`src/rtl/pfmc_pkg.sv`:
```
// Shared types, constants and tables for the person-follow motion controller.
// Depends on nothing; every other file refers to it by scoped names.
package pfmc_pkg;

    localparam int BRAKE_TABLE_DEPTH = 256;
    localparam int BRAKE_AW          = $clog2(BRAKE_TABLE_DEPTH);
    localparam int CORDIC_STEPS      = 16;
    localparam int SQRT_STEPS        = 19;
    localparam int DIV_STEPS         = 27;
    localparam int STEP_W            = 5;

    localparam logic [63:0] C_Q16   = 64'd82500;
    localparam logic [63:0] LN2_Q16 = 64'd45426;
    localparam logic signed [19:0] HALF_PI_Q16 = 20'sd102944;

    typedef enum logic [1:0] {
        MODE_TRACK  = 2'd0,
        MODE_WAIT   = 2'd1,
        MODE_SEARCH = 2'd2,
        MODE_STOP   = 2'd3
    } mode_t;

    typedef enum logic [2:0] {
        REG_MIN_DIST   = 3'd0,
        REG_GAIN_PROP  = 3'd1,
        REG_GAIN_DERIV = 3'd2,
        REG_MAX_ADV    = 3'd3,
        REG_ACCEL_DIST = 3'd4,
        REG_SEARCH_ROT = 3'd5
    } reg_idx_t;

    typedef enum logic [1:0] {
        KIND_ZERO   = 2'd0,
        KIND_SEARCH = 2'd1,
        KIND_TRACK  = 2'd2
    } out_kind_t;

    typedef struct packed {
        logic              load;
        logic              sq;
        logic              sum;
        logic              init;
        logic              iter;
        logic              dinit;
        logic              div;
        logic              mul_a;
        logic              mul_b;
        logic              rot;
        logic              brk;
        logic              adv1;
        logic              adv2;
        logic              out_load;
        logic              sel_near;
        logic [STEP_W-1:0] step;
        out_kind_t         kind;
        mode_t             nm;
    } cmd_t;

    typedef struct packed {
        logic near_far;
        logic goal_close;
    } status_t;

    localparam logic signed [19:0] ATAN_Q16 [CORDIC_STEPS] = '{
        20'sd51472, 20'sd30386, 20'sd16055, 20'sd8150, 20'sd4091, 20'sd2047,
        20'sd1024, 20'sd512, 20'sd256, 20'sd128, 20'sd64, 20'sd32,
        20'sd16, 20'sd8, 20'sd4, 20'sd2
    };

    typedef logic [12:0] brake_tab_t [BRAKE_TABLE_DEPTH];

    // exp(-4*ln(1/0.73)*x^2) in Q.12, series on the remainder after ln2 steps
    function automatic logic [12:0] brake_entry(input int unsigned i);
        logic [63:0] xq;
        logic [63:0] y;
        logic [63:0] k;
        logic [63:0] r;
        logic [63:0] sum;
        logic [63:0] term;
        logic [63:0] rnd;
        xq   = (64'(i) << 15) / BRAKE_TABLE_DEPTH;
        y    = (C_Q16 * (xq * xq) + (64'd1 << 23)) >> 24;
        k    = y / LN2_Q16;
        r    = y - k * LN2_Q16;
        sum  = 64'd1 << 30;
        term = 64'd1 << 30;
        term = term * r / 64'd65536;  sum = sum - term;
        term = term * r / 64'd131072; sum = sum + term;
        term = term * r / 64'd196608; sum = sum - term;
        term = term * r / 64'd262144; sum = sum + term;
        term = term * r / 64'd327680; sum = sum - term;
        term = term * r / 64'd393216; sum = sum + term;
        term = term * r / 64'd458752; sum = sum - term;
        term = term * r / 64'd524288; sum = sum + term;
        term = term * r / 64'd589824; sum = sum - term;
        term = term * r / 64'd655360; sum = sum + term;
        term = term * r / 64'd720896; sum = sum - term;
        term = term * r / 64'd786432; sum = sum + term;
        if (k >= 64'd40) begin
            return 13'd0;
        end
        sum = sum >> k;
        rnd = (sum + (64'd1 << 17)) >> 18;
        return rnd[12:0];
    endfunction

    function automatic brake_tab_t brake_build();
        brake_tab_t t;
        for (int i = 0; i < BRAKE_TABLE_DEPTH; i++) begin
            t[i] = brake_entry(i);
        end
        return t;
    endfunction

    localparam brake_tab_t BRAKE_TAB = brake_build();

endpackage

```
`src/rtl/pfmc_ctrl.sv`:
```
// Sequencer of the person-follow controller: mode state, handshakes, step counts.
// Depends on pfmc_pkg; drives pfmc_dp through cmd_t and reads status_t.
module pfmc_ctrl (
    input  logic               clk,
    input  logic               rst_n,
    input  logic               in_valid,
    output logic               in_ready,
    input  logic               path_present,
    input  logic               stop_pressed,
    output logic               out_valid,
    input  logic               out_ready,
    input  pfmc_pkg::status_t  status,
    output pfmc_pkg::cmd_t     cmd
);

    typedef enum logic [3:0] {
        ST_IDLE, ST_SQ, ST_SUM, ST_DEC, ST_ITER, ST_DINIT, ST_DIV,
        ST_MULA, ST_MULB, ST_ROT, ST_BRK, ST_ADV1, ST_ADV2, ST_OUT
    } state_t;

    state_t                       state_reg;
    pfmc_pkg::mode_t              mode_reg;
    pfmc_pkg::mode_t              emode_reg;
    pfmc_pkg::mode_t              nm_reg;
    pfmc_pkg::out_kind_t          kind_reg;
    logic [pfmc_pkg::STEP_W-1:0]  cnt_reg;
    logic                         out_valid_reg;
    logic                         accept;
    logic                         send;

    assign in_ready  = (state_reg == ST_IDLE);
    assign accept    = in_valid && in_ready;
    assign out_valid = out_valid_reg;
    assign send      = (state_reg == ST_OUT) && (!out_valid_reg || out_ready);

    always_comb begin
        cmd          = '0;
        cmd.load     = accept;
        cmd.sq       = (state_reg == ST_SQ);
        cmd.sum      = (state_reg == ST_SUM);
        cmd.init     = (state_reg == ST_DEC);
        cmd.iter     = (state_reg == ST_ITER);
        cmd.dinit    = (state_reg == ST_DINIT);
        cmd.div      = (state_reg == ST_DIV);
        cmd.mul_a    = (state_reg == ST_MULA);
        cmd.mul_b    = (state_reg == ST_MULB);
        cmd.rot      = (state_reg == ST_ROT);
        cmd.brk      = (state_reg == ST_BRK);
        cmd.adv1     = (state_reg == ST_ADV1);
        cmd.adv2     = (state_reg == ST_ADV2);
        cmd.out_load = send;
        cmd.sel_near = (emode_reg == pfmc_pkg::MODE_WAIT);
        cmd.step     = cnt_reg;
        cmd.kind     = kind_reg;
        cmd.nm       = nm_reg;
    end

    always_ff @(posedge clk or negedge rst_n) begin
        if (!rst_n) begin
            state_reg     <= ST_IDLE;
            mode_reg      <= pfmc_pkg::MODE_TRACK;
            emode_reg     <= pfmc_pkg::MODE_TRACK;
            nm_reg        <= pfmc_pkg::MODE_TRACK;
            kind_reg      <= pfmc_pkg::KIND_ZERO;
            cnt_reg       <= '0;
            out_valid_reg <= 1'b0;
        end
        else begin
            if (out_valid_reg && out_ready) begin
                out_valid_reg <= 1'b0;
            end
            case (state_reg)
                ST_IDLE: begin
                    if (accept) begin
                        kind_reg <= pfmc_pkg::KIND_ZERO;
                        if (stop_pressed) begin
                            nm_reg    <= pfmc_pkg::MODE_STOP;
                            state_reg <= ST_OUT;
                        end
                        else if (!path_present) begin
                            nm_reg    <= pfmc_pkg::MODE_SEARCH;
                            kind_reg  <= pfmc_pkg::KIND_SEARCH;
                            state_reg <= ST_OUT;
                        end
                        else if (mode_reg == pfmc_pkg::MODE_STOP ||
                                 mode_reg == pfmc_pkg::MODE_SEARCH) begin
                            nm_reg    <= pfmc_pkg::MODE_TRACK;
                            state_reg <= ST_OUT;
                        end
                        else begin
                            emode_reg <= mode_reg;
                            state_reg <= ST_SQ;
                        end
                    end
                end
                ST_SQ:  state_reg <= ST_SUM;
                ST_SUM: state_reg <= ST_DEC;
                ST_DEC: begin
                    cnt_reg <= '0;
                    if (emode_reg == pfmc_pkg::MODE_WAIT) begin
                        nm_reg    <= status.near_far ? pfmc_pkg::MODE_TRACK
                                                     : pfmc_pkg::MODE_WAIT;
                        state_reg <= ST_OUT;
                    end
                    else if (status.goal_close) begin
                        nm_reg    <= pfmc_pkg::MODE_WAIT;
                        state_reg <= ST_OUT;
                    end
                    else begin
                        nm_reg    <= pfmc_pkg::MODE_TRACK;
                        kind_reg  <= pfmc_pkg::KIND_TRACK;
                        state_reg <= ST_ITER;
                    end
                end
                ST_ITER: begin
                    cnt_reg <= cnt_reg + 1'b1;
                    if (cnt_reg == pfmc_pkg::STEP_W'(pfmc_pkg::SQRT_STEPS - 1)) begin
                        state_reg <= ST_DINIT;
                    end
                end
                ST_DINIT: begin
                    cnt_reg   <= '0;
                    state_reg <= ST_DIV;
                end
                ST_DIV: begin
                    cnt_reg <= cnt_reg + 1'b1;
                    if (cnt_reg == pfmc_pkg::STEP_W'(pfmc_pkg::DIV_STEPS - 1)) begin
                        state_reg <= ST_MULA;
                    end
                end
                ST_MULA: state_reg <= ST_MULB;
                ST_MULB: state_reg <= ST_ROT;
                ST_ROT:  state_reg <= ST_BRK;
                ST_BRK:  state_reg <= ST_ADV1;
                ST_ADV1: state_reg <= ST_ADV2;
                ST_ADV2: state_reg <= ST_OUT;
                ST_OUT: begin
                    if (send) begin
                        out_valid_reg <= 1'b1;
                        mode_reg      <= nm_reg;
                        state_reg     <= ST_IDLE;
                    end
                end
                default: state_reg <= ST_IDLE;
            endcase
        end
    end

endmodule

```
`config.mk`:
```
export PLATFORM = sky130hd
export DESIGN_NAME = pfmc_ctrl
export DESIGN_NICKNAME = d
export VERILOG_FILES = /design/src/rtl/pfmc_pkg.sv /design/src/rtl/pfmc_ctrl.sv
export SDC_FILE = /design/constraint.sdc
export NUM_CORES = 1
export LEC_CHECK = 0
export ABC_AREA = 1
export BUFFER_PORTS_ARGS = -buffer_cell sky130_fd_sc_hd__buf_2
export CELL_PAD_IN_SITES_DETAIL_PLACEMENT = 0
export CELL_PAD_IN_SITES_GLOBAL_PLACEMENT = 1
export CORE_MARGIN = 4
export CORE_UTILIZATION = 37
export CTS_BUF_LIST = sky130_fd_sc_hd__clkbuf_2 sky130_fd_sc_hd__clkbuf_4 sky130_fd_sc_hd__clkbuf_8
export DETAILED_ROUTE_END_ITERATION = 12
export PLACE_DENSITY = 0.91
export SLEW_MARGIN = 20
export SYNTH_ARGS = -nofsm -noshare
export SYNTH_HDL_FRONTEND = slang
export SYNTH_SLANG_ARGS = --single-unit
```
`constraint.sdc`:
```
create_clock -name clk -period 1.7 [get_ports clk]
set_input_delay 0.255 -clock clk [delete_from_list [all_inputs] [get_ports clk]]
set_output_delay 0.255 -clock clk [all_outputs]
set_load 0.05 [all_outputs]
```
==> results of run 1 <==
[cells in the mapped netlist (2+ instances only)]
master | number | area [µm²]
nor2_4 | 3 | 33.78
a21oi_1 | 5 | 25.02
nor2_2 | 4 | 25.02
nand2_1 | 53 | 198.9
nand3_1 | 8 | 40.04
dfrtp_1 | 18 | 450.4
nor2_1 | 30 | 112.6
nand2_2 | 7 | 43.79
o21ai_0 | 3 | 15.01
nand3b_1 | 3 | 22.52
inv_2 | 7 | 26.28
o22ai_1 | 2 | 12.51
inv_1 | 14 | 52.55
o21ai_1 | 3 | 15.01
ha_1 | 2 | 25.02
buf_4 | 2 | 15.01
[report_power, final]
part | switching [µW] | internal (µW)
Clock | 125 | 82.4
Sequential | 187 | 613
Combinational | 1520 | 599
Total | 1830 | 1290
[metal layers]
layer,GRT usage [%],part of all wire [%],vias up
li1,-,-,608
met1,21.30,49,522
met2,23.87,45,32
met3,1.757,5.9,4
met4,4.749,0.76,0
met5,0,0,-
[what timing repair did]
| action | 4_1_cts | 5_1_grt |
|---|---|---|
| setup buffers | 0 | 1 |
| endpoints found under the hold margin | 18 | 0 |
| resized for setup | 10 | 26 |
| endpoints found under the setup margin | 5 | 15 |
| hold buffers | 1 | 0 |
[area by class of cell]
type / count / area, µm² / share of cell area (%)
inverter: 21 / 78.83 / 5.198
clock buffer: 3 / 22.52 / 1.485
timing repair buffer: 36 / 244.0 / 16.09
sequential: 18 / 455.4 / 30.03
tap: 44 / 55.05 / 3.630
multi-input combinational: 130 / 660.6 / 43.56
[per-stage QoR]
step	utilization [%]	TNS [ns]	worst slack, ns	instance area (µm²)
final	50.08	0	0.03027	1516
after global routing	50.08	-0.09168	-0.03152	1516
after CTS	47.89	-0.03217	-0.01929	1450
after detailed placement	45.83	0	0.2187	1388
after global placement	45.83	0	0.2392	1388
after floorplan	-	0	0.006711	1175
[critical path: cells and delay by family, from the launching register on]
family	cells	cell delay, ns
AND/OR/NAND/NOR	2	0.36
buffers and inverters	2	0.30
flip-flops	1	0.46
[worst min-delay path by stage]
stage,endpoint,slack (ns)
floorplan,cnt_reg[0]$_DFFE_PN0P_,-0.04
global placement,cnt_reg[4]$_DFFE_PN0P_,0.21
detailed placement,cnt_reg[4]$_DFFE_PN0P_,0.21
CTS,out_valid$_DFF_PN0_,0.24
global route,kind_reg[0]$_DFFE_PN0P_,0.25
finish,kind_reg[0]$_DFFE_PN0P_,0.24
[cell families (layout without fill, tap and decap cells)]
group,Yosys count,in the layout
flops,18,18
xor+xnor,2,2
buf+inv,23,60
fa+ha+maj,2,2
compound gates,15,15
simple gates,111,111
==> reports/summary.json, run 1 <==
{
  "setup_viol": 0,
  "drive_above_1_share_pct": 34.13,
  "r2r_slack_ns": 0.34,
  "synth_enable_flop_cells": 0,
  "route.detailed.drc": 0,
  "syn_nets": 181,
  "startpoint_type": "flip-flop",
  "initialDrtViolationCount": 39,
  "critical_path.slowest_cell": "dfrtp_2",
  "ys_seq_area_share_pct": 38.50,
  "p_total_uw": 3125,
  "setup.worst_path.class": "reg2out",
  "worst-endpoint-arrival_ns": 1.41,
  "antenna_cells_inserted": 0,
  "cellLeakagePower_uw": 0.0008229,
  "share_of_flip_flops_with_an_asynchronous_set_or_reset_pct": 100.0,
  "critPathRequiredTime_ns": 1.44,
  "worst_slew_pin_slew_ns": 0.4113,
  "initial_core_util_pct": 38.64,
  "hpwl_mm": 2.321,
  "die_height_um": 64.23,
  "netlist-cell-type-count": 23,
  "worst-r2r-cell-count": 9,
  "antenna_left": 0,
  "setup_crit_end_kind": "output port",
  "drv.max_cap_violation_count": 0,
  "synthesis.area_per_instance_um2": 6.841,
  "synth.yosys.warnings": 0,
  "critical_path.reg2reg.startpoint": "state_reg[1]$_DFFE_PN0P_",
  "synth.ff_latch_count": 18,
  "die_w_um": 64.23,
  "top_level_ports": 34,
  "post_synth_inst_count": 171,
  "largest_register_ff_count": 5,
  "grt_pass1_vias": 1105,
  "worst_hold_startpoint": "stop_pressed",
  "clkSinkCount": 18,
  "final_period_utilization_pct": 98.22,
  "max-vdd-ir-drop_mv": 1.092,
  "buffer_ports.inserted": 33,
  "clockBufferDepth": 2,
  "peak_freq_ghz": 0.5989,
  "clock-skew-final_ns": 0.002359,
  "crit_end": "cmd[12]",
  "muxShareOfSynthArea_pct": 0,
  "layout.cells.most_common_list": "nand2_1 (52), nor2_1 (25), buf_2 (19)",
  "cts_made_buffers": 3,
  "synthToLayoutAreaGrowth_pct": 29.63,
  "cts_tree": "yes",
  "post_synthesis_instance_area_um2": 1170,
  "worstPathCellList": "inv_2 > nand2_1 > nor2_1 > buf_6",
  "r2r-end": "state_reg[2]$_DFFE_PN0P_",
  "vias": 1166,
  "outcome": "completed",
  "fill_cells": 318,
  "min_delay_path_depth": 4,
  "cts.htree.levels": 1,
  "final_cell_count_without_fillers": 252,
  "power_density_nw_per_um2": 2061,
  "cell_rows": 20,
  "synth_compound_gate_area_share_pct": 7.166,
  "synth-xor-area-share_pct": 1.497,
  "critical_path.startpoint": "state_reg[2]$_DFFE_PN0P_",
  "grt_first_pass_wirelength_mm": 4.954,
  "critPathMaxFanout": 5,
  "cts.reportedPaths.clkPinSlew_ns": 0.10,
  "firstDrtPassIters": 6,
  "wl_per_cell_um": 11.41,
  "placed_cells_incl_taps": 247,
  "final_period_minus_worst_setup_slack_ns": 1.670,
  "timing.critical_path.slowest_cell_delay_ns": 0.46,
  "hold_path_class": "in2reg",
  "clkLatencyLatePin_ns": 0.29,
  "yosys_most_used_dff": "dfrtp_1",
  "gp_congestion": 0.8771,
  "core_um2": 3028,
  "finalMaxSlewViolations": 0,
  "mean_number_of_vias_per_cell": 4.627,
  "grt_start_max_net_pins": 19,
  "synth_top_family_by_area": "simple AND/OR/NAND/NOR gates",
  "grt.total_usage_pct": 15.07,
  "mostFrequentLayoutCell": "nand2_1",
  "cts_root_buffer": "clkbuf_4",
  "unrepaired_setup_endpoints_after_global_routing": "yes",
  "fin_nets": 220,
  "fin_worst_hold_slack_ns": 0.2424,
  "floorplan.die_area_um2": 4125,
  "drt-total-wl_mm": 2.876,
  "post_synth_fa_ha_maj_area_fraction_pct": 2.139,
  "hold_viol": 0,
  "antenna_found_initial": 0,
  "post_synth_and_or_nand_nor_area_fraction_pct": 42.67,
  "gr_ovfl_total": 0,
  "relSlewSlack_pct": 72.58
}
Power figures use the tool's default switching activity.
==> inputs of run 2 (changes only) <==
- CORE_ASPECT_RATIO: unset -> 1.2
- CORE_UTILIZATION: 37 -> 33
- CTS_BUF_LIST: sky130_fd_sc_hd__clkbuf_2 sky130_fd_sc_hd__clkbuf_4 sky130_fd_sc_hd__clkbuf_8 -> sky130_fd_sc_hd__clkbuf_4
- PLACE_DENSITY: 0.91 -> 0.86
- clock period: 1.7 -> 1.35 ns (I/O delays scaled with it)
==> run 2 against run 1 <==
Compared with the run above: the flow now finishes with violations (setup timing); sequential cell count is the same; worst setup slack lost 0.24 ns; worst hold slack lost 0.044 ns; utilization grew 4.4 points; critical endpoint is now cmd[22]; largest cell class unchanged; largest power group unchanged.
==> reports/summary.json, run 2 (same netlist as run 1, synthesis figures left out) <==
{
  "route.detailed.drc": {"value": 0, "change": "unchanged"},
  "clkLatencyLatePin": {"value": 0.30, "unit": "ns", "change": "was 0.29 ns"},
  "critical_path.slowest_cell": {"value": "dfrtp_2", "change": "unchanged"},
  "cts.reportedPaths.clkPinSlew": {"value": 0.11, "unit": "ns", "change": "was 0.10 ns"},
  "critPathRequiredTime": {"value": 1.15, "unit": "ns", "change": "was 1.44 ns"},
  "cts_root_buffer": {"value": "clkbuf_4", "change": "unchanged"},
  "worst_hold_startpoint": {"value": "stop_pressed", "change": "unchanged"},
  "fill_cells": {"value": 345, "change": "was 318"},
  "clkSinkCount": {"value": 18, "change": "unchanged"},
  "setup_viol": {"value": 21, "change": "was 0"},
  "critPathMaxFanout": {"value": 4, "change": "was 5"},
  "drive_above_1_share": {"value": 48.25, "unit": "%", "change": "was 34.13%"},
  "final_cell_count_without_fillers": {"value": 265, "change": "was 252"},
  "fin_nets": {"value": 239, "change": "was 220"},
  "setup.worst_path.class": {"value": "reg2out", "change": "unchanged"},
  "cts_tree": {"value": "yes", "change": "unchanged"},
  "mostFrequentLayoutCell": {"value": "nand2_1", "change": "unchanged"},
  "grt_first_pass_wirelength": {"value": 5.333, "unit": "mm", "change": "was 4.954 mm"},
  "ff_latch_area": {"value": 461.7, "unit": "µm²", "change": "was 455.4 µm²"},
  "vias": {"value": 1256, "change": "was 1166"},
  "finish.utilization": {"value": 54.48, "unit": "%", "change": "was 50.08%"},
  "initialDrtViolationCount": {"value": 46, "change": "was 39"},
  "hold_ep": {"value": "kind_reg[0]$_DFFE_PN0P_", "change": "unchanged"},
  "drv.max_cap_violation_count": {"value": 0, "change": "unchanged"},
  "cell_rows": {"value": 23, "change": "was 20"},
  "grt_pass1_vias": {"value": 1200, "change": "was 1105"},
  "critical_path.reg2reg.startpoint": {"value": "state_reg[1]$_DFFE_PN0P_", "change": "unchanged"},
  "antenna_found_initial": {"value": 0, "change": "unchanged"},
  "multi_input_comb_area": {"value": 750.7, "unit": "µm²", "change": "was 660.6 µm²"},
  "hpwl": {"value": 2.528, "unit": "mm", "change": "was 2.321 mm"},
  "final_period_minus_worst_setup_slack_ns": 1.556,
  "placed_cells_incl_taps": {"value": 249, "change": "was 247"},
  "final_period_utilization_pct": 115.2,
  "worst-r2r-cell-count": {"value": 8, "change": "was 9"},
  "worst_slew_pin_slew": {"value": 0.4263, "unit": "ns", "change": "was 0.4113 ns"},
  "layout.cells.most_common_list": {"value": "nand2_1 (46), buf_4 (19), nor2_1 (17), buf_2 (17), inv_1 (13)", "change": "was nand2_1 (52), nor2_1 (25), buf_2 (19)"},
  "cellLeakagePower": {"value": 0.0009461, "unit": "µW", "change": "was 0.0008229 µW"},
  "largest_register_ff_count": {"value": 5, "change": "unchanged"},
  "antenna_cells_inserted": {"value": 0, "change": "unchanged"},
  "floorplan.die_area": {"value": 4565, "unit": "µm²", "change": "was 4125 µm²"},
  "r2r_slack": {"value": -0.06, "unit": "ns", "change": "was 0.34 ns"},
  "core": {"value": 3367, "unit": "µm²", "change": "was 3028 µm²"},
  "design_area": {"value": 1834, "unit": "µm²", "change": "was 1516 µm²"},
  "die_w": {"value": 62.35, "unit": "µm", "change": "was 64.23 µm"},
  "unrepaired_setup_endpoints_after_global_routing": {"value": "yes", "change": "unchanged"},
  "power_density": {"value": 2596, "unit": "nW/µm²", "change": "was 2061 nW/µm²"},
  "antenna_left": {"value": 0, "change": "unchanged"},
  "synthToLayoutAreaGrowth": {"value": 56.79, "unit": "%", "change": "was 29.63%"},
  "top_level_ports": {"value": 34, "change": "unchanged"},
  "outcome": {"value": "finished with violations", "change": "was completed"},
  "relSlewSlack": {"value": 71.58, "unit": "%", "change": "was 72.58%"},
  "startpoint_type": {"value": "flip-flop", "change": "unchanged"},
  "gr_ovfl_total": {"value": 0, "change": "unchanged"},
  "grt.total_usage": {"value": 14.49, "unit": "%", "change": "was 15.07%"},
  "finalMaxSlewViolations": {"value": 0, "change": "unchanged"},
  "wl_per_cell": {"value": 12.45, "unit": "µm", "change": "was 11.41 µm"},
  "timing.critical_path.slowest_cell_delay": {"value": 0.48, "unit": "ns", "change": "was 0.46 ns"},
  "clockBufferDepth": {"value": 2, "change": "unchanged"},
  "mean_number_of_vias_per_cell": {"value": 4.740, "change": "was 4.627"},
  "cts.htree.levels": {"value": 1, "change": "unchanged"},
  "cts_made_buffers": {"value": 3, "change": "unchanged"},
  "crit_family": {"value": "flip-flops", "change": "unchanged"},
  "hold_viol": {"value": 0, "change": "unchanged"},
  "post_dp_cell_area": {"value": 1489, "unit": "µm²", "change": "was 1388 µm²"},
  "worst-endpoint-arrival": {"value": 1.35, "unit": "ns", "change": "was 1.41 ns"},
  "die_height": {"value": 73.22, "unit": "µm", "change": "was 64.23 µm"},
  "firstDrtPassIters": {"value": 4, "change": "was 6"},
  "clock-skew-final": {"value": 0.002717, "unit": "ns", "change": "was 0.002359 ns"},
  "r2r-end": {"value": "state_reg[0]$_DFFE_PN0P_", "change": "was state_reg[2]$_DFFE_PN0P_"},
  "finalWorstSetupSlack": {"value": -0.2057, "unit": "ns", "change": "was 0.03027 ns"},
  "peak_freq_ghz": 0.6428,
  "drt-total-wl": {"value": 3.300, "unit": "mm", "change": "was 2.876 mm"},
  "hold_path_class": {"value": "in2reg", "change": "unchanged"},
  "initial_core_util": {"value": 34.75, "unit": "%", "change": "was 38.64%"},
  "setup_crit_end_kind": {"value": "output port", "change": "unchanged"},
  "min_delay_path_depth": {"value": 4, "change": "unchanged"},
  "crit_buf_inv": {"value": 3, "change": "was 2"},
  "gp_congestion": {"value": 0.9408, "change": "was 0.8771"},
  "worstPathCellList": {"value": "inv_4 > nand2_2 > buf_6 > nor2_4 > buf_8", "change": "was inv_2 > nand2_1 > nor2_1 > buf_6"},
  "buffer_ports.inserted": {"value": 33, "change": "unchanged"},
  "grt_start_max_net_pins": {"value": 19, "change": "unchanged"},
  "max-vdd-ir-drop": {"value": 1.677, "unit": "mV", "change": "was 1.092 mV"},
  "failed_checks": "setup timing"
}
run 2: changes by cell type in the layout (fill, tap and decap cells not counted), sizes merged:
cell / before / now
clkinv: 0 / 1
buf: 32 / 54
clkbuf: 6 / 3
run 2: through the flow:
stage               hold WS, ns  TNS, ns  power (µW)  setup slack, ns
floorplan              -0.09309  -0.6688        3050          -0.1621
global placement         0.1658        0        3724          0.01447
detailed placement       0.1693        0        3733          0.01361
CTS                      0.1886   -2.694        4439          -0.1874
global route             0.1995   -4.745        5095          -0.2784
finish                   0.1988   -2.842        4762          -0.2057
run 2: report_power, final:
group	total, µW	switching [µW]	leakage [µW]	internal [µW]
clock network	285	177	0.0000154	108
logic	3440	2200	0.000714	1240
registers	1040	257	0.000217	779
run 2: final cells by class:
type / count / share of cell area [%]
clock inverters: 1 / 0.2046
repair buffers: 55 / 25.24
well taps: 37 / 2.524
clock buffers: 3 / 1.228
inverters: 21 / 4.707
multi-input cells: 130 / 40.93
flip-flops and latches: 18 / 25.17
run 2: worst register-to-register path: stages (launching register included):
cell and delay (ns):
dfrtp_2 0.48, nand2_2 0.18, nor2_4 0.07, buf_4 0.13, buf_4 0.13, o21ai_1 0.11
nand3b_1 0.09, nand2_1 0.07, nand2_1 0.05
run 2: per-layer routing:
| layer | wire (µm) | global-route usage, % | up-vias |
|---|---|---|---|
| met2 | 1612 | 24.65 | 35 |
| met4 | 59 | 4.953 | 0 |
| met5 | 0 | 0 | - |
| met3 | 235 | 3.698 | 8 |
| met1 | 1392 | 17.85 | 568 |
| li1 | - | - | 645 |
run 2: repair_timing:
action                     4_1_cts  5_1_grt
setup buffers                    6        6
setup endpoints to repair       15       30
hold endpoints to repair        18        0
pin swaps                        6        8
gates resized for setup         47       26
gates cloned                     0        0
hold buffers                     1        0
run 2: worst max-delay path by stage:
| stage | endpoint | start | slack [ns] | cells after the start |
|---|---|---|---|---|
| 4_1_cts | cmd[11] | state_reg[0]$_DFFE_PN0P_ | -0.19 | 4 |
| 2_1_floorplan | cmd[14] | state_reg[2]$_DFFE_PN0P_ | -0.16 | 3 |
| 3_5_place_dp | cmd[18] | state_reg[3]$_DFFE_PN0P_ | 0.01 | 4 |
| 3_3_place_gp | cmd[18] | state_reg[3]$_DFFE_PN0P_ | 0.01 | 4 |
| 5_1_grt | cmd[10] | state_reg[1]$_DFFE_PN0P_ | -0.28 | 6 |
| 6_report | cmd[22] | state_reg[1]$_DFFE_PN0P_ | -0.21 | 5 |
